### config.mk
export PLATFORM = sky130hd
export DESIGN_NAME = joystick_autocal_decimal_emitter_flat
export DESIGN_NICKNAME = d
export VERILOG_FILES = /design/src/hw/rtl/jade_pkg.sv /design/src/hw/rtl/jade_ifs.sv /design/src/hw/rtl/joystick_autocal_decimal_emitter.sv /design/src/hw/rtl/jade_div.sv /design/src/hw/rtl/jade_bcd.sv /design/src/flat_wrapper.sv
export SDC_FILE = /design/constraint.sdc
export NUM_CORES = 1
export LEC_CHECK = 0
export BUFFER_PORTS_ARGS = -buffer_cell sky130_fd_sc_hd__buf_2
export CAP_MARGIN = 20
export CORE_UTILIZATION = 40
export DETAILED_ROUTE_END_ITERATION = 16
export GPL_TIMING_DRIVEN = 1
export MAX_ROUTING_LAYER = met4
export PLACE_DENSITY_LB_ADDON = 0.12
export SLEW_MARGIN = 20
export SYNTH_ARGS = -nofsm -noshare
export SYNTH_HDL_FRONTEND = slang
export SYNTH_SLANG_ARGS = --single-unit
### constraint.sdc
create_clock -name clock -period 5.1 [get_ports clock]
set_input_delay 0.255 -clock clock [delete_from_list [all_inputs] [get_ports clock]]
set_output_delay 0.255 -clock clock [all_outputs]
set_load 0.1 [all_outputs]
### src/hw/rtl/jade_pkg.sv
package jade_pkg;

   // field widths
   localparam int SAMPLE_W = 8;
   localparam int CHAR_W   = 8;
   localparam int DIGIT_W  = 4;

   // calibration
   localparam int CALIBRATION_SAMPLES = 10;
   localparam int CAL_W = 4;
   localparam logic [CAL_W-1:0] CAL_TARGET = CAL_W'(CALIBRATION_SAMPLES);
   localparam logic [CAL_W-1:0] CAL_DONE   = CAL_W'(CALIBRATION_SAMPLES + 1);

   // remap constants
   localparam logic [SAMPLE_W-1:0] MID_VALUE = 8'd128;
   localparam logic [SAMPLE_W-1:0] MAX_VALUE = 8'd255;
   localparam int FRAC_SHIFT = 7;

   // serial divider geometry: |d| * 128 over an 8-bit range
   localparam int DIV_NUM_W = SAMPLE_W + FRAC_SHIFT;
   localparam int DIV_DEN_W = SAMPLE_W;
   localparam int DIV_CNT_W = $clog2(DIV_NUM_W);
   localparam logic [DIV_CNT_W-1:0] DIV_LAST = DIV_CNT_W'(DIV_NUM_W - 1);

   // serial binary to bcd geometry
   localparam int BCD_DIGITS = 3;
   localparam int BCD_CNT_W  = $clog2(SAMPLE_W);
   localparam logic [BCD_CNT_W-1:0] BCD_LAST = BCD_CNT_W'(SAMPLE_W - 1);

   // characters
   localparam logic [CHAR_W-1:0] CHAR_ZERO  = 8'd48;
   localparam logic [CHAR_W-1:0] CHAR_SPACE = 8'd32;
   localparam logic [CHAR_W-1:0] CHAR_CR    = 8'd13;

   // register file
   localparam int CSR_DATA_W = 32;
   localparam int CSR_ADDR_W = 3;
   localparam logic CSR_IDX_REMAP_ENABLE = 1'b0;

   typedef enum logic [2:0] {
      ST_IDLE,
      ST_CALIB,
      ST_SETUP,
      ST_DIV,
      ST_CONV,
      ST_DIGITS,
      ST_EMIT
   } jade_state_type;

   typedef enum logic [1:0] {
      SLOT_HUND,
      SLOT_TENS,
      SLOT_ONES,
      SLOT_SEP
   } jade_slot_type;

   typedef struct packed {
      logic [DIGIT_W-1:0] hund;
      logic [DIGIT_W-1:0] tens;
      logic [DIGIT_W-1:0] ones;
   } jade_digits_type;

   typedef struct packed {
      logic                 done;
      logic [DIV_NUM_W-1:0] quot;
      logic                 rem_nz;
   } jade_div_res_type;

endpackage

### src/hw/rtl/jade_ifs.sv
interface jade_req_if import jade_pkg::*; ();
   logic                valid;
   logic                ready;
   logic [SAMPLE_W-1:0] x_sample;
   logic [SAMPLE_W-1:0] y_sample;

   modport source (output valid, output x_sample, output y_sample, input ready);
   modport sink   (input valid, input x_sample, input y_sample, output ready);
endinterface

interface jade_rsp_if import jade_pkg::*; ();
   logic              valid;
   logic              ready;
   logic [CHAR_W-1:0] out_char;
   logic              last_char;

   modport source (output valid, output out_char, output last_char, input ready);
   modport sink   (input valid, input out_char, input last_char, output ready);
endinterface

### src/hw/rtl/joystick_autocal_decimal_emitter.sv
// Joystick sample to ASCII line emitter. Each accepted beat carries one X and
// one Y sample and yields one line on the result channel: X in decimal without
// leading zeros, a space, Y in decimal, then a carriage return with last_char
// set (4 to 8 beats). With remap_enable set (register 0, bit 0) the block also
// tracks min/max per axis, latches the centers on the tenth remapped beat and
// remaps each axis piecewise-linearly around its center to 0..255. With
// remapping, an axis that is off its center with a nonempty range goes
// through a bit-serial divider (one quotient bit a cycle); in both modes
// each axis then goes through a serial binary-to-BCD converter, and the
// characters leave from a single output register, at most one per cycle
// and held by any output stall. The next beat is taken as soon as the carriage return sits in that register.
module joystick_autocal_decimal_emitter import jade_pkg::*; (
   input  logic                  clock,
   input  logic                  reset,
   jade_req_if.sink              req_chan,
   jade_rsp_if.source            rsp_chan,
   input  logic                  csr_psel,
   input  logic                  csr_penable,
   input  logic                  csr_pwrite,
   input  logic [CSR_ADDR_W-1:0] csr_paddr,
   input  logic [CSR_DATA_W-1:0] csr_pwdata,
   output logic [CSR_DATA_W-1:0] csr_prdata,
   output logic                  csr_pready
);

   jade_state_type      state_ff, state_in;
   jade_slot_type       slot_ff;
   logic                axis_ff;
   logic                remap_ff;
   logic [CAL_W-1:0]    cal_cnt_ff;
   logic [SAMPLE_W-1:0] smp_ff [2];
   logic [SAMPLE_W-1:0] val_ff [2];
   logic [SAMPLE_W-1:0] min_ff [2];
   logic [SAMPLE_W-1:0] ctr_ff [2];
   logic [SAMPLE_W-1:0] max_ff [2];
   logic                neg_ff;
   logic                rsp_valid_ff;
   logic [CHAR_W-1:0]   rsp_char_ff;
   logic                rsp_last_ff;

   // register access
   logic csr_hit;
   assign csr_hit    = (csr_paddr[CSR_ADDR_W-1:2] == CSR_IDX_REMAP_ENABLE);
   assign csr_pready = 1'b1;
   assign csr_prdata = csr_hit ? {{(CSR_DATA_W-1){1'b0}}, remap_ff} : '0;

   always_ff @(posedge clock) begin
      if (reset) begin
         remap_ff <= 1'b0;
      end else if (csr_psel && csr_penable && csr_pwrite && csr_pready && csr_hit) begin
         remap_ff <= csr_pwdata[0];
      end
   end

   logic accept;
   assign accept = req_chan.valid && req_chan.ready;

   // calibration update for both axes
   logic [CAL_W-1:0]    cal_inc;
   logic                capture;
   logic [CAL_W-1:0]    cal_cnt_in;
   logic [SAMPLE_W-1:0] ctr_in [2];
   logic [SAMPLE_W-1:0] min_in [2];
   logic [SAMPLE_W-1:0] max_in [2];

   always_comb begin
      cal_inc    = (cal_cnt_ff < CAL_TARGET) ? cal_cnt_ff + 1'b1 : cal_cnt_ff;
      capture    = (cal_inc == CAL_TARGET);
      cal_cnt_in = capture ? CAL_DONE : cal_inc;
      for (int a = 0; a < 2; a++) begin
         ctr_in[a] = capture ? smp_ff[a] : ctr_ff[a];
         min_in[a] = min_ff[a];
         max_in[a] = max_ff[a];
         if (smp_ff[a] < min_ff[a])
            min_in[a] = smp_ff[a];
         else if (smp_ff[a] > max_ff[a])
            max_in[a] = smp_ff[a];
      end
   end

   // offset and range of the current axis
   logic [SAMPLE_W-1:0] cur_v;
   logic [SAMPLE_W-1:0] cur_c;
   logic                above;
   logic [SAMPLE_W-1:0] mag;
   logic [SAMPLE_W:0]   rng;
   logic                degen;

   always_comb begin
      cur_v = smp_ff[axis_ff];
      cur_c = ctr_ff[axis_ff];
      above = cur_v > cur_c;
      mag   = above ? cur_v - cur_c : cur_c - cur_v;
      rng   = above ? {1'b0, max_ff[axis_ff]} - {1'b0, cur_c}
                    : {1'b0, cur_c} - {1'b0, min_ff[axis_ff]};
      degen = (cur_v == cur_c) || rng[SAMPLE_W] || (rng == '0);
   end

   // divider and bcd units
   logic             div_start;
   jade_div_res_type div_res;
   logic             bcd_start;
   logic             bcd_done;
   jade_digits_type  digits;

   jade_div u_div (
      .clock (clock),
      .reset (reset),
      .start (div_start),
      .num   ({mag, {FRAC_SHIFT{1'b0}}}),
      .den   (rng[SAMPLE_W-1:0]),
      .res   (div_res)
   );

   jade_bcd u_bcd (
      .clock  (clock),
      .reset  (reset),
      .start  (bcd_start),
      .value  (val_ff[axis_ff]),
      .done   (bcd_done),
      .digits (digits)
   );

   // quotient to remapped value, floor below center, clamp both ends
   logic [DIV_NUM_W:0]  q_ceil;
   logic [SAMPLE_W-1:0] remap_val;

   always_comb begin
      q_ceil = {1'b0, div_res.quot} + {{DIV_NUM_W{1'b0}}, div_res.rem_nz};
      if (neg_ff)
         remap_val = (q_ceil > (DIV_NUM_W+1)'(MID_VALUE)) ? '0
                     : MID_VALUE - q_ceil[SAMPLE_W-1:0];
      else
         remap_val = (div_res.quot > DIV_NUM_W'(MID_VALUE - 1'b1)) ? MAX_VALUE
                     : MID_VALUE + {1'b0, div_res.quot[SAMPLE_W-2:0]};
   end

   // character slot decode
   logic              can_load;
   logic              skip;
   logic [CHAR_W-1:0] slot_char;
   logic              slot_last;
   logic              advance;
   logic              load;

   assign can_load = !rsp_valid_ff || rsp_chan.ready;

   always_comb begin
      skip      = 1'b0;
      slot_last = 1'b0;
      slot_char = CHAR_ZERO + {{(CHAR_W-DIGIT_W){1'b0}}, digits.ones};
      case (slot_ff)
         SLOT_HUND: begin
            skip      = (digits.hund == '0);
            slot_char = CHAR_ZERO + {{(CHAR_W-DIGIT_W){1'b0}}, digits.hund};
         end
         SLOT_TENS: begin
            skip      = (digits.hund == '0) && (digits.tens == '0);
            slot_char = CHAR_ZERO + {{(CHAR_W-DIGIT_W){1'b0}}, digits.tens};
         end
         SLOT_ONES: begin
            slot_char = CHAR_ZERO + {{(CHAR_W-DIGIT_W){1'b0}}, digits.ones};
         end
         default: begin
            slot_char = axis_ff ? CHAR_CR : CHAR_SPACE;
            slot_last = axis_ff;
         end
      endcase
   end

   // next state
   always_comb begin
      state_in = state_ff;
      unique case (state_ff)
         ST_IDLE:   if (accept) state_in = remap_ff ? ST_CALIB : ST_CONV;
         ST_CALIB:  state_in = ST_SETUP;
         ST_SETUP:  state_in = degen ? (axis_ff ? ST_CONV : ST_SETUP) : ST_DIV;
         ST_DIV:    if (div_res.done) state_in = axis_ff ? ST_CONV : ST_SETUP;
         ST_CONV:   state_in = ST_DIGITS;
         ST_DIGITS: if (bcd_done) state_in = ST_EMIT;
         ST_EMIT:   if (advance && slot_ff == SLOT_SEP)
                       state_in = axis_ff ? ST_IDLE : ST_CONV;
         default:   state_in = ST_IDLE;
      endcase
   end

   // state outputs
   always_comb begin
      req_chan.ready = 1'b0;
      div_start      = 1'b0;
      bcd_start      = 1'b0;
      advance        = 1'b0;
      load           = 1'b0;
      unique case (state_ff)
         ST_IDLE:  req_chan.ready = 1'b1;
         ST_SETUP: div_start = !degen;
         ST_CONV:  bcd_start = 1'b1;
         ST_EMIT: begin
            advance = skip || can_load;
            load    = !skip && can_load;
         end
         default: ;
      endcase
   end

   logic axis_flip;
   assign axis_flip = (state_ff == ST_SETUP && degen)
                   || (state_ff == ST_DIV && div_res.done)
                   || (state_ff == ST_EMIT && advance && slot_ff == SLOT_SEP);

   // control registers
   always_ff @(posedge clock) begin
      if (reset) begin
         state_ff     <= ST_IDLE;
         slot_ff      <= SLOT_HUND;
         axis_ff      <= 1'b0;
         cal_cnt_ff   <= '0;
         rsp_valid_ff <= 1'b0;
         for (int a = 0; a < 2; a++) begin
            min_ff[a] <= MID_VALUE;
            ctr_ff[a] <= MID_VALUE;
            max_ff[a] <= MID_VALUE;
         end
      end else begin
         state_ff <= state_in;
         if (axis_flip)
            axis_ff <= !axis_ff;
         if (state_ff == ST_CALIB) begin
            cal_cnt_ff <= cal_cnt_in;
            for (int a = 0; a < 2; a++) begin
               min_ff[a] <= min_in[a];
               ctr_ff[a] <= ctr_in[a];
               max_ff[a] <= max_in[a];
            end
         end
         if (advance) begin
            case (slot_ff)
               SLOT_HUND: slot_ff <= SLOT_TENS;
               SLOT_TENS: slot_ff <= SLOT_ONES;
               SLOT_ONES: slot_ff <= SLOT_SEP;
               default:   slot_ff <= SLOT_HUND;
            endcase
         end
         if (load)
            rsp_valid_ff <= 1'b1;
         else if (rsp_chan.ready)
            rsp_valid_ff <= 1'b0;
      end
   end

   // payload registers
   always_ff @(posedge clock) begin
      if (accept) begin
         smp_ff[0] <= req_chan.x_sample;
         smp_ff[1] <= req_chan.y_sample;
         val_ff[0] <= req_chan.x_sample;
         val_ff[1] <= req_chan.y_sample;
      end
      if (state_ff == ST_SETUP && !degen)
         neg_ff <= !above;
      if (state_ff == ST_SETUP && degen)
         val_ff[axis_ff] <= MID_VALUE;
      else if (state_ff == ST_DIV && div_res.done)
         val_ff[axis_ff] <= remap_val;
      if (load) begin
         rsp_char_ff <= slot_char;
         rsp_last_ff <= slot_last;
      end
   end

   assign rsp_chan.valid     = rsp_valid_ff;
   assign rsp_chan.out_char  = rsp_char_ff;
   assign rsp_chan.last_char = rsp_last_ff;

endmodule

### src/hw/rtl/jade_div.sv
module jade_div import jade_pkg::*; (
   input  logic                 clock,
   input  logic                 reset,
   input  logic                 start,
   input  logic [DIV_NUM_W-1:0] num,
   input  logic [DIV_DEN_W-1:0] den,
   output jade_div_res_type     res
);

   logic [DIV_DEN_W-1:0] rem_ff;
   logic [DIV_NUM_W-1:0] quo_ff;
   logic [DIV_DEN_W-1:0] den_ff;
   logic [DIV_CNT_W-1:0] cnt_ff;
   logic                 busy_ff;
   logic                 done_ff;

   logic [DIV_DEN_W:0]   trial;
   logic [DIV_DEN_W:0]   diff;
   logic                 fits;
   logic [DIV_DEN_W-1:0] rem_in;

   // one restoring step per cycle, numerator bits shift out the top
   always_comb begin
      trial  = {rem_ff, quo_ff[DIV_NUM_W-1]};
      diff   = trial - {1'b0, den_ff};
      fits   = trial >= {1'b0, den_ff};
      rem_in = fits ? diff[DIV_DEN_W-1:0] : trial[DIV_DEN_W-1:0];
   end

   always_ff @(posedge clock) begin
      if (reset) begin
         busy_ff <= 1'b0;
         done_ff <= 1'b0;
         cnt_ff  <= '0;
      end else begin
         done_ff <= 1'b0;
         if (start) begin
            busy_ff <= 1'b1;
            cnt_ff  <= '0;
         end else if (busy_ff) begin
            cnt_ff <= cnt_ff + 1'b1;
            if (cnt_ff == DIV_LAST) begin
               busy_ff <= 1'b0;
               done_ff <= 1'b1;
            end
         end
      end
   end

   // datapath
   always_ff @(posedge clock) begin
      if (start) begin
         rem_ff <= '0;
         quo_ff <= num;
         den_ff <= den;
      end else if (busy_ff) begin
         rem_ff <= rem_in;
         quo_ff <= {quo_ff[DIV_NUM_W-2:0], fits};
      end
   end

   assign res.done   = done_ff;
   assign res.quot   = quo_ff;
   assign res.rem_nz = (rem_ff != '0);

endmodule

### src/hw/rtl/jade_bcd.sv
module jade_bcd import jade_pkg::*; (
   input  logic                clock,
   input  logic                reset,
   input  logic                start,
   input  logic [SAMPLE_W-1:0] value,
   output logic                done,
   output jade_digits_type     digits
);

   logic [SAMPLE_W-1:0]           bin_ff;
   logic [BCD_DIGITS*DIGIT_W-1:0] bcd_ff;
   logic [BCD_CNT_W-1:0]          cnt_ff;
   logic                          busy_ff;
   logic                          done_ff;

   logic [BCD_DIGITS*DIGIT_W-1:0] adj;

   // add-3 correction on each bcd digit before the shift
   always_comb begin
      for (int i = 0; i < BCD_DIGITS; i++) begin
         if (bcd_ff[i*DIGIT_W +: DIGIT_W] >= DIGIT_W'(5))
            adj[i*DIGIT_W +: DIGIT_W] = bcd_ff[i*DIGIT_W +: DIGIT_W] + DIGIT_W'(3);
         else
            adj[i*DIGIT_W +: DIGIT_W] = bcd_ff[i*DIGIT_W +: DIGIT_W];
      end
   end

   always_ff @(posedge clock) begin
      if (reset) begin
         busy_ff <= 1'b0;
         done_ff <= 1'b0;
         cnt_ff  <= '0;
      end else begin
         done_ff <= 1'b0;
         if (start) begin
            busy_ff <= 1'b1;
            cnt_ff  <= '0;
         end else if (busy_ff) begin
            cnt_ff <= cnt_ff + 1'b1;
            if (cnt_ff == BCD_LAST) begin
               busy_ff <= 1'b0;
               done_ff <= 1'b1;
            end
         end
      end
   end

   // one binary bit enters the bcd word per cycle
   always_ff @(posedge clock) begin
      if (start) begin
         bin_ff <= value;
         bcd_ff <= '0;
      end else if (busy_ff) begin
         bin_ff <= {bin_ff[SAMPLE_W-2:0], 1'b0};
         bcd_ff <= {adj[BCD_DIGITS*DIGIT_W-2:0], bin_ff[SAMPLE_W-1]};
      end
   end

   assign done   = done_ff;
   assign digits = bcd_ff;

endmodule

### src/flat_wrapper.sv
// flat-port wrapper written by rule: the top's interface ports become plain ports
module joystick_autocal_decimal_emitter_flat import jade_pkg::*;
  (clock, reset, csr_psel, csr_penable, csr_pwrite, csr_paddr, csr_pwdata, csr_prdata, csr_pready, req_chan_valid, req_chan_x_sample, req_chan_y_sample, req_chan_ready, rsp_chan_valid, rsp_chan_out_char, rsp_chan_last_char, rsp_chan_ready);
  jade_req_if req_chan_i ();
  jade_rsp_if rsp_chan_i ();
  input  logic clock;
  input  logic reset;
  input  logic csr_psel;
  input  logic csr_penable;
  input  logic csr_pwrite;
  input  logic [CSR_ADDR_W-1:0] csr_paddr;
  input  logic [CSR_DATA_W-1:0] csr_pwdata;
  output logic [CSR_DATA_W-1:0] csr_prdata;
  output logic csr_pready;
  input wire logic [$bits(req_chan_i.valid)-1:0] req_chan_valid;
  input wire logic [$bits(req_chan_i.x_sample)-1:0] req_chan_x_sample;
  input wire logic [$bits(req_chan_i.y_sample)-1:0] req_chan_y_sample;
  output wire logic [$bits(req_chan_i.ready)-1:0] req_chan_ready;
  output wire logic [$bits(rsp_chan_i.valid)-1:0] rsp_chan_valid;
  output wire logic [$bits(rsp_chan_i.out_char)-1:0] rsp_chan_out_char;
  output wire logic [$bits(rsp_chan_i.last_char)-1:0] rsp_chan_last_char;
  input wire logic [$bits(rsp_chan_i.ready)-1:0] rsp_chan_ready;
  assign req_chan_i.valid = req_chan_valid;
  assign req_chan_i.x_sample = req_chan_x_sample;
  assign req_chan_i.y_sample = req_chan_y_sample;
  assign req_chan_ready = req_chan_i.ready;
  assign rsp_chan_valid = rsp_chan_i.valid;
  assign rsp_chan_out_char = rsp_chan_i.out_char;
  assign rsp_chan_last_char = rsp_chan_i.last_char;
  assign rsp_chan_i.ready = rsp_chan_ready;
  joystick_autocal_decimal_emitter u_core (.clock(clock), .reset(reset), .req_chan(req_chan_i), .rsp_chan(rsp_chan_i), .csr_psel(csr_psel), .csr_penable(csr_penable), .csr_pwrite(csr_pwrite), .csr_paddr(csr_paddr), .csr_pwdata(csr_pwdata), .csr_prdata(csr_prdata), .csr_pready(csr_pready));
endmodule
# Word level (Yosys, flattened, before mapping)
# Memories as Yosys holds them, arrays and structs flattened. A register that Yosys moved wholly into a read port is not among the register bits.
# Cells that the tools add are included.
# op_classes
reduce_logical,40
n_lt_le_gt_ge,12
mux,84
n_eq_ne,18
add_sub_neg,17
n_bitwise,10
# op_table
op,count
8-bit two-way mux,23
1-bit two-way mux,40
15-bit two-way mux,2
3-bit two-way mux,9
8-bit greater-than comparator,3
8-bit one-hot mux with 3 select lines,1
8-bit subtractor,3
6-bit by 4-bit adder with 7-bit output (first input constant),3
3-bit one-hot mux with 7 select lines,1
8-bit by 8-bit subtractor with 9-bit output,2
15-bit by 1-bit adder with 16-bit output,1
16-bit by 8-bit greater-than comparator with 1-bit output (second input constant),1
8-bit < comparator,2
4-bit two-way mux,4
15-bit by 7-bit greater-than comparator with 1-bit output (second input constant),1
3-bit equality test (second input constant),4
4-bit by 3-bit >= comparator with 1-bit output (second input constant),3
1-bit logical AND,12
9-bit by 8-bit >= comparator with 1-bit output,1
9-bit zero test,1
9-bit two-way mux,1
3-bit OR reduction,3
4-bit by 1-bit adder with 4-bit output (second input constant),2
4-bit by 2-bit adder with 4-bit output (second input constant),2
other kinds (30),56
# totals
register_bits,84
word_cells,207
in_bits,58
mem_count,5
mem_bits_rw,80
output_inout_bits,44
# memory_table
memory,depth,width,read_ports,rd_ports_with_merged_regs,write_ports,line,text
u_core.ctr_ff,2,8,1,1,2,joystick_autocal_decimal_emitter.sv:34,logic [SAMPLE_W-1:0] ctr_ff [2];
u_core.max_ff,2,8,3,1,2,joystick_autocal_decimal_emitter.sv:35,logic [SAMPLE_W-1:0] max_ff [2];
u_core.min_ff,2,8,3,1,2,joystick_autocal_decimal_emitter.sv:33,logic [SAMPLE_W-1:0] min_ff [2];
u_core.smp_ff,2,8,3,1,2,joystick_autocal_decimal_emitter.sv:31,logic [SAMPLE_W-1:0] smp_ff [2];
u_core.val_ff,2,8,1,1,2,joystick_autocal_decimal_emitter.sv:32,logic [SAMPLE_W-1:0] val_ff [2];

# Longest topological paths before layout
# Gate-level depths: netlist of the first run.
# logic_depth
depth_word,10
depth_mapped,16
ltp_nobuf,12

# Cells and area by module
# From an unflattened synthesis of the first run, not the netlist that was laid out.
# hier_totals
hier_cells,1090
area_unflattened_um2,10986.8
# modules_own_cells
module,instances,area_per_inst_um2,cells_per_inst,seq_area_each_um2
joystick_autocal_decimal_emitter,1,7791.2,790,2902.8
jade_div,1,1948.1,177,970.9
jade_bcd,1,1247.4,123,580.6

# Worst setup path after synthesis of the first run
# Ideal clock, no wire load.
# synth_timing
kind,register to register
startpoint,reg with a tool-made name
endpoint,mem u_core.val_ff[0][0] (enable)
setup_slack_ns,1.148
path_stages_with_launch,14
setup_time_ns,0.303
required_ns,4.797
n_path_buf,2
arrival_time_ns,3.649
period_less_slack_ns,3.952
cell_sequence,dfxtp_1 -> clkbuf_1 -> clkbuf_1 -> mux2i_1 -> inv_1 -> ha_1 -> nor2b_2 -> o2111ai_1 -> a21oi_1 -> o32a_1 -> o2111a_1 -> o31a_4 -> o21ai_2 -> nand2_1
# synth_rtl
item,line
end: declaration,joystick_autocal_decimal_emitter.sv:32

==> impl_metrics.py, run 1 <==
metrics = {
    "synthesis": {
        "synth-edff-count": 112,
        "netlist-cell-type-count": 87,
        "synth.avg_cell_area_um2": 9.89,
        "ys_async_sr_fraction": 0,
        "synthCells": 1068,
        "synth-seq-area-share": 0.415,
        "synth_area_mm2": 0.0106,
        "ys.flop_type": "edfxtp_1",
        "synth-seq-cells": 163,
        "ys.warnings.count": 0,
    },
    "sta": {
        "fin_skew_ns": 0.0165,
        "fin_crit_ns": 4.41,
        "tns_ns": 0,
        "maxSlewHeadroom": 0.316,
        "setup_viol_count_final": 0,
        "finalCritPeriodShare": 0.864,
        "final-hold-violation-count": 0,
        "fin_ws_ns": 0.692,
        "slew_violations": 0,
        "rsz0062_at_grt": "false",
        "tightest_slew_ns": 1.02,
        "clock.fmax_mhz": 227,
    },
    "setup_path": {
        "critPathCaptureType": "register",
        "r2r-end": "u_core.val_ff[1][0]",
        "crit_path_max_incr_delay_ns": 0.73,
        "reg2reg_slack_ns": 0.69,
        "crit_type": "reg -> reg",
        "crit_arrival_ns": 4.50,
        "worstSetupStartpointType": "register",
        "path_cells": "mux2i_1 > inv_1 > ha_1 > fa_1 > nand2b_1 > a21oi_1 > o22ai_1 > xnor2_1 > nor4_2 > o31a_4 > o21ai_2 > nand2_1",
        "crit_required_ns": 5.19,
        "cp_max_fo": 18,
        "crit_slowest_cell": "dfxtp_2",
        "r2r_cells": 12,
    },
    "cts": {
        "cts_resized": 0,
        "clk_pin_slew_ns": 0.07,
        "cts-root-buf": "clkbuf_16",
        "numCtsBuffers": 17,
        "worstSkewPairLatency_ns": 0.44,
        "clock_path_buffers": 2,
        "cts_sinks": 163,
        "cts_tree": "done",
        "h-tree-depth": 4,
        "hold_buffers": 1,
        "postCtsSetupBuffers": 0,
    },
    "global_routing": {
        "grtUsageTotal": 0.201,
        "antenna_found_initial": 0,
        "grt_pass1_vias": 7210,
        "grt_overflow": 0,
        "grt_pass1_wl_um": 39700,
        "grt_start_max_net_pins": 32,
    },
    "cells_and_area": {
        "drive_above_1_share": 0.110,
        "areaGrowthSynthToFinish_pct": 9.84,
        "insertedDiodeCount": 0,
        "nets": 1250,
    },
    "power": {
        "power.density_mw_per_mm2": 482,
        "cellLeakagePower_nw": 4.77,
        "ir_worst_vdd_v": 0.000231,
    },
    "min_path": {
        "worstHoldPathType": "in -> reg",
        "hold_path_depth": 1,
        "min_to": "u_core.smp_ff[1][3]",
        "min-delay-start": "req_chan_y_sample[3]",
    },
    "placement": {
        "pre_cts_ws_ns": 0.723,
        "io_buffers": 34,
        "dpl.hpwl_um": 19200,
        "gp_congestion": 0.828,
    },
    "die": {
        "initial_core_util": 0.407,
        "fp.dieW_um": 165,
        "std_cell_rows": 59,
        "pin_count": 102,
        "core_area_mm2": 0.0260,
        "die-area_mm2": 0.0271,
        "fp.dieH_um": 165,
    },
    "detailed_routing": {
        "ant_nets": 0,
        "viasPerCell": 5.28,
        "dr.pass1.iters": 8,
        "routedWlPerCell_um": 17.5,
        "route.detailed.drc": 0,
        "vias": 7630,
        "wl_um": 25300,
        "drt_iter0_markers": 385,
    },
    "run_status": {
        "outcome": "finished clean",
    },
    "job": {
        "drv_cap": 0,
    },
}
[routing by layer]
metal / part of all wire / wire length (um) / vias to the layer above / global-route usage
met2: 0.44 / 11100 / 150 / 0.296
met4: 0.012 / 300 / 0 / 0.0542
met3: 0.038 / 972 / 19 / 0.0372
met5: 0 / 0 / - / -
li1: - / - / 3833 / -
met1: 0.51 / 12900 / 3628 / 0.283
[area by class of cell]
type                            instances  area [um2]
Clock buffer                           21         497
Tap cell                              335         419
Sequential cell                       163        4390
Timing Repair Buffer                   53         315
Fill cell                            2530       14400
Multi-Input combinational cell        776        5560
Clock inverter                         11         103
Inverter                               86         323
[synthesized netlist by cell type, drive strengths merged (19+ instances only)]
master | n | area (um2)
nand2b | 19 | 119
o21ai | 47 | 243
nand2 | 64 | 240
inv | 84 | 315
mux2i | 63 | 631
a21oi | 60 | 315
a21o | 29 | 219
dfxtp | 51 | 1020
nor2 | 87 | 327
buf | 49 | 359
nor3 | 27 | 135
and2 | 27 | 169
ha | 90 | 1130
clkbuf | 26 | 97.6
edfxtp | 112 | 3360
[power by group]
part / switching (mW) / leakage, nW / internal, mW
clock network: 0.600 / 0.297 / 0.721
registers: 0.291 / 1.50 / 1.75
logic: 1.36 / 2.98 / 0.871
total: 2.25 / 4.77 / 3.35
[state kept, by name (all words and copies together) (netlist names), 6 cells and up, named ones only]
signal                    count
u_core.ctr_ff                16
u_core.max_ff                16
u_core.min_ff                16
u_core.smp_ff                16
u_core.val_ff                16
u_core.u_div.quo_ff          15
u_core.u_bcd.digits          12
u_core.u_bcd.bin_ff           8
u_core.u_div.den_ff           8
u_core.u_div.rem_ff           8
u_core.rsp_chan.out_char      6
[cell usage in the layout, fill, tap and decap left out, drive strengths merged, types with 11 or more instances in the layout]
master | Yosys | final
o21ai | 47 | 47
nand3 | 16 | 16
xor2 | 18 | 18
ha | 90 | 90
buf | 49 | 52
a21o | 29 | 29
xnor2 | 16 | 16
nand2 | 64 | 64
o22ai | 14 | 14
conb | 2 | 34
dfxtp | 51 | 51
clkbuf | 26 | 21
mux2i | 63 | 63
nor2b | 13 | 13
nand4 | 11 | 11
inv | 84 | 92
nor3 | 27 | 27
a21oi | 60 | 60
nand2b | 19 | 19
edfxtp | 112 | 112
and2 | 27 | 27
nor2 | 87 | 87
[worst max-delay path: cells and delay by family (launching register included)]
kind            cells  cell delay [ns]
mux                 1             0.50
simple gates        3             1.21
compound gates      4             0.62
flops               1             0.73
fa+ha+maj           2             0.66
buf+inv             1             0.14
xor+xnor            1             0.20
[stage by stage]
step	total power, mW	cell area, um2	utilization	std cells	hold slack (ns)
floorplan	3.73	10700	-	1100	0.354
global placement	4.28	11000	0.423	1412	0.456
detailed placement	4.30	11000	0.423	1412	0.460
CTS	5.64	11600	0.447	1445	0.00261
global route	5.97	11600	0.447	1445	0.00877
finish	5.59	11600	0.447	1445	0.0239
[cells by family (layout without fill, tap and decap cells)]
| family | Yosys count | count (layout) | synth area share |
|---|---|---|---|
| buffers and inverters | 161 | 171 | 0.0738 |
| xor gates and xnor gates | 34 | 34 | 0.0282 |
| other | 2 | 34 | 0.000711 |
| adders and majority gates | 95 | 95 | 0.116 |
| muxes | 73 | 73 | 0.0704 |
| and+or+nand+nor | 314 | 314 | 0.151 |
| DFF | 163 | 163 | 0.415 |
| AOI/OAI and AO/OA | 226 | 226 | 0.145 |
[worst max path at each step]
stage | from | end | slack (ns) | cells past startpoint
detailed placement | register | u_core.val_ff[1][4] | 0.72 | 10
global route | register | u_core.val_ff[1][0] | 0.52 | 12
finish | register | u_core.val_ff[1][0] | 0.69 | 12
CTS | register | u_core.val_ff[1][0] | 0.72 | 10
floorplan | register | u_core.val_ff[0][0] | 1.15 | 13
global placement | register | u_core.val_ff[1][4] | 0.74 | 10
No activity file was read; power rests on OpenSTA's default activity.
==> inputs of run 2 (changes only) <==
Settings changed: CTS_BUF_LIST set to sky130_fd_sc_hd__clkbuf_8.
==> impl_metrics.py, run 2 (synthesis results as in run 1) <==
metrics = {
    "power": {
        "clkPwrFrac": 0.192,
        "ir_worst_vdd_v": 0.000229,
        "power.density_mw_per_mm2": 460,
        "p_seq_frac": 0.386,
        "p_comb_frac": 0.422,
        "p_sw_mw": 2.19,
        "power_mw": 5.28,
        "cellLeakagePower_nw": 4.72,
        "p_int_mw": 3.09,
        "swShare": 0.415,
    },
    "sta": {
        "finalCritPeriodShare": 0.865,
        "slew_violations": 0,
        "fin_crit_ns": 4.41,
        "fin_ws_ns": 0.689,
        "tns_ns": 0,
        "rsz0062_at_grt": "false",
        "clock.fmax_mhz": 227,
        "fin_skew_ns": 0.0196,
        "setup_viol_count_final": 0,
        "tightest_slew_ns": 1.04,
        "final-hold-violation-count": 0,
        "maxSlewHeadroom": 0.305,
    },
    "setup_path": {
        "crit_type": "reg -> reg",
        "crit_arrival_ns": 4.53,
        "worstSetupStartpointType": "register",
        "r2r_cells": 12,
        "critPathCaptureType": "register",
        "crit_required_ns": 5.22,
        "cp_max_fo": 24,
    },
    "cells_and_area": {
        "stdcell_area_mm2": 0.0115,
        "layout_commonest_cell": "edfxtp_1",
        "nets": 1258,
        "areaGrowthSynthToFinish_pct": 8.85,
        "final_cell_mix": "112 x edfxtp_1, 90 x ha_1, 86 x nor2_1, 85 x inv_1, 64 x nand2_1",
        "insertedDiodeCount": 0,
        "drive_above_1_share": 0.108,
    },
    "cts": {
        "worstSkewPairLatency_ns": 0.46,
        "h-tree-depth": 4,
        "hold_buffers": 9,
        "clock_path_buffers": 2,
        "cts_tree": "done",
        "cts_resized": 0,
        "numCtsBuffers": 17,
        "cts_sinks": 163,
        "cts-root-buf": "clkbuf_8",
        "clk_pin_slew_ns": 0.09,
        "postCtsSetupBuffers": 0,
    },
    "placement": {
        "io_buffers": 34,
        "pre_cts_ws_ns": 0.723,
        "gp_congestion": 0.828,
        "dpl.hpwl_um": 19200,
        "place_area_mm2": 0.0110,
    },
    "global_routing": {
        "grt_pass1_vias": 7201,
        "antenna_found_initial": 0,
        "grt_overflow": 0,
        "grt_pass1_wl_um": 39400,
        "grt_start_max_net_pins": 32,
        "grtUsageTotal": 0.199,
    },
    "detailed_routing": {
        "vias": 7619,
        "route.detailed.drc": 0,
        "routedWlPerCell_um": 17.3,
        "wl_um": 25200,
        "ant_nets": 0,
        "viasPerCell": 5.24,
        "drt_iter0_markers": 451,
        "dr.pass1.iters": 7,
    },
    "min_path": {
        "worstHoldPathType": "in -> reg",
        "hold_path_depth": 1,
    },
    "die": {
        "std_cell_rows": 59,
        "pin_count": 102,
        "fp.dieW_um": 165,
        "core_area_mm2": 0.0260,
        "die-area_mm2": 0.0271,
        "initial_core_util": 0.407,
        "fp.dieH_um": 165,
    },
    "run_status": {
        "outcome": "finished clean",
    },
    "job": {
        "drv_cap": 0,
    },
}
## run 2: path summary, 6_finish.rpt
check	slack (ns)	startpoint	end
max reg2reg	0.69	register	u_core.val_ff[1][0]
max	0.69	register	u_core.val_ff[1][0]
min reg2reg	0.49	u_core.u_bcd.bin_ff[7]	u_core.u_bcd.digits[0]
min	0.03	req_chan_x_sample[4]	u_core.smp_ff[0][4]
## run 2: through the flow
stage          hold slack [ns]  instances  utilization
4_1_cts               0.000437       1453        0.443
2_1_floorplan            0.354       1100            -
3_3_place_gp             0.456       1412        0.423
5_1_grt                0.00345       1453        0.443
3_5_place_dp             0.460       1412        0.423
6_report                0.0331       1453        0.443
## run 2: routing by layer
layer,vias to the layer above,track usage,wire length (um)
li1,3843,-,-
met3,15,0.0321,1080
met4,0,0.0455,293
met2,149,0.296,11100
met1,3612,0.282,12700
met5,-,-,0
## run 2: cell type report
class	instances	area [um2]
multi-input combinational	776	5560
clock buffer	18	248
fill	2539	14500
timing repair buffer	61	395
tap	335	419
clock inverter	14	166
inverter	86	323
sequential	163	4390
## run 2: critical path, cell delays in order, from the launching register on
cell and delay [ns]:
dfxtp_2 0.74, buf_4 0.39, o21a_1 0.26, inv_1 0.06
ha_1 0.26, nor2b_1 0.23, o21ai_0 0.18, a311oi_1 0.50
nand4_1 0.17, nor4_2 0.57, o31a_4 0.28, o21ai_2 0.07
nand2_1 0.35
## run 2: power groups by stage
| stage | Combinational [mW] | Clock (mW) | Sequential [mW] |
|---|---|---|---|
| 6_report | 2.23 | 1.01 | 2.04 |
| 5_1_grt | 2.49 | 1.09 | 2.08 |
| 4_1_cts | 2.25 | 1.04 | 2.04 |
| 3_5_place_dp | 2.23 | 0 | 2.07 |
| 3_3_place_gp | 2.21 | 0 | 2.07 |
| 2_1_floorplan | 1.83 | 0 | 1.89 |
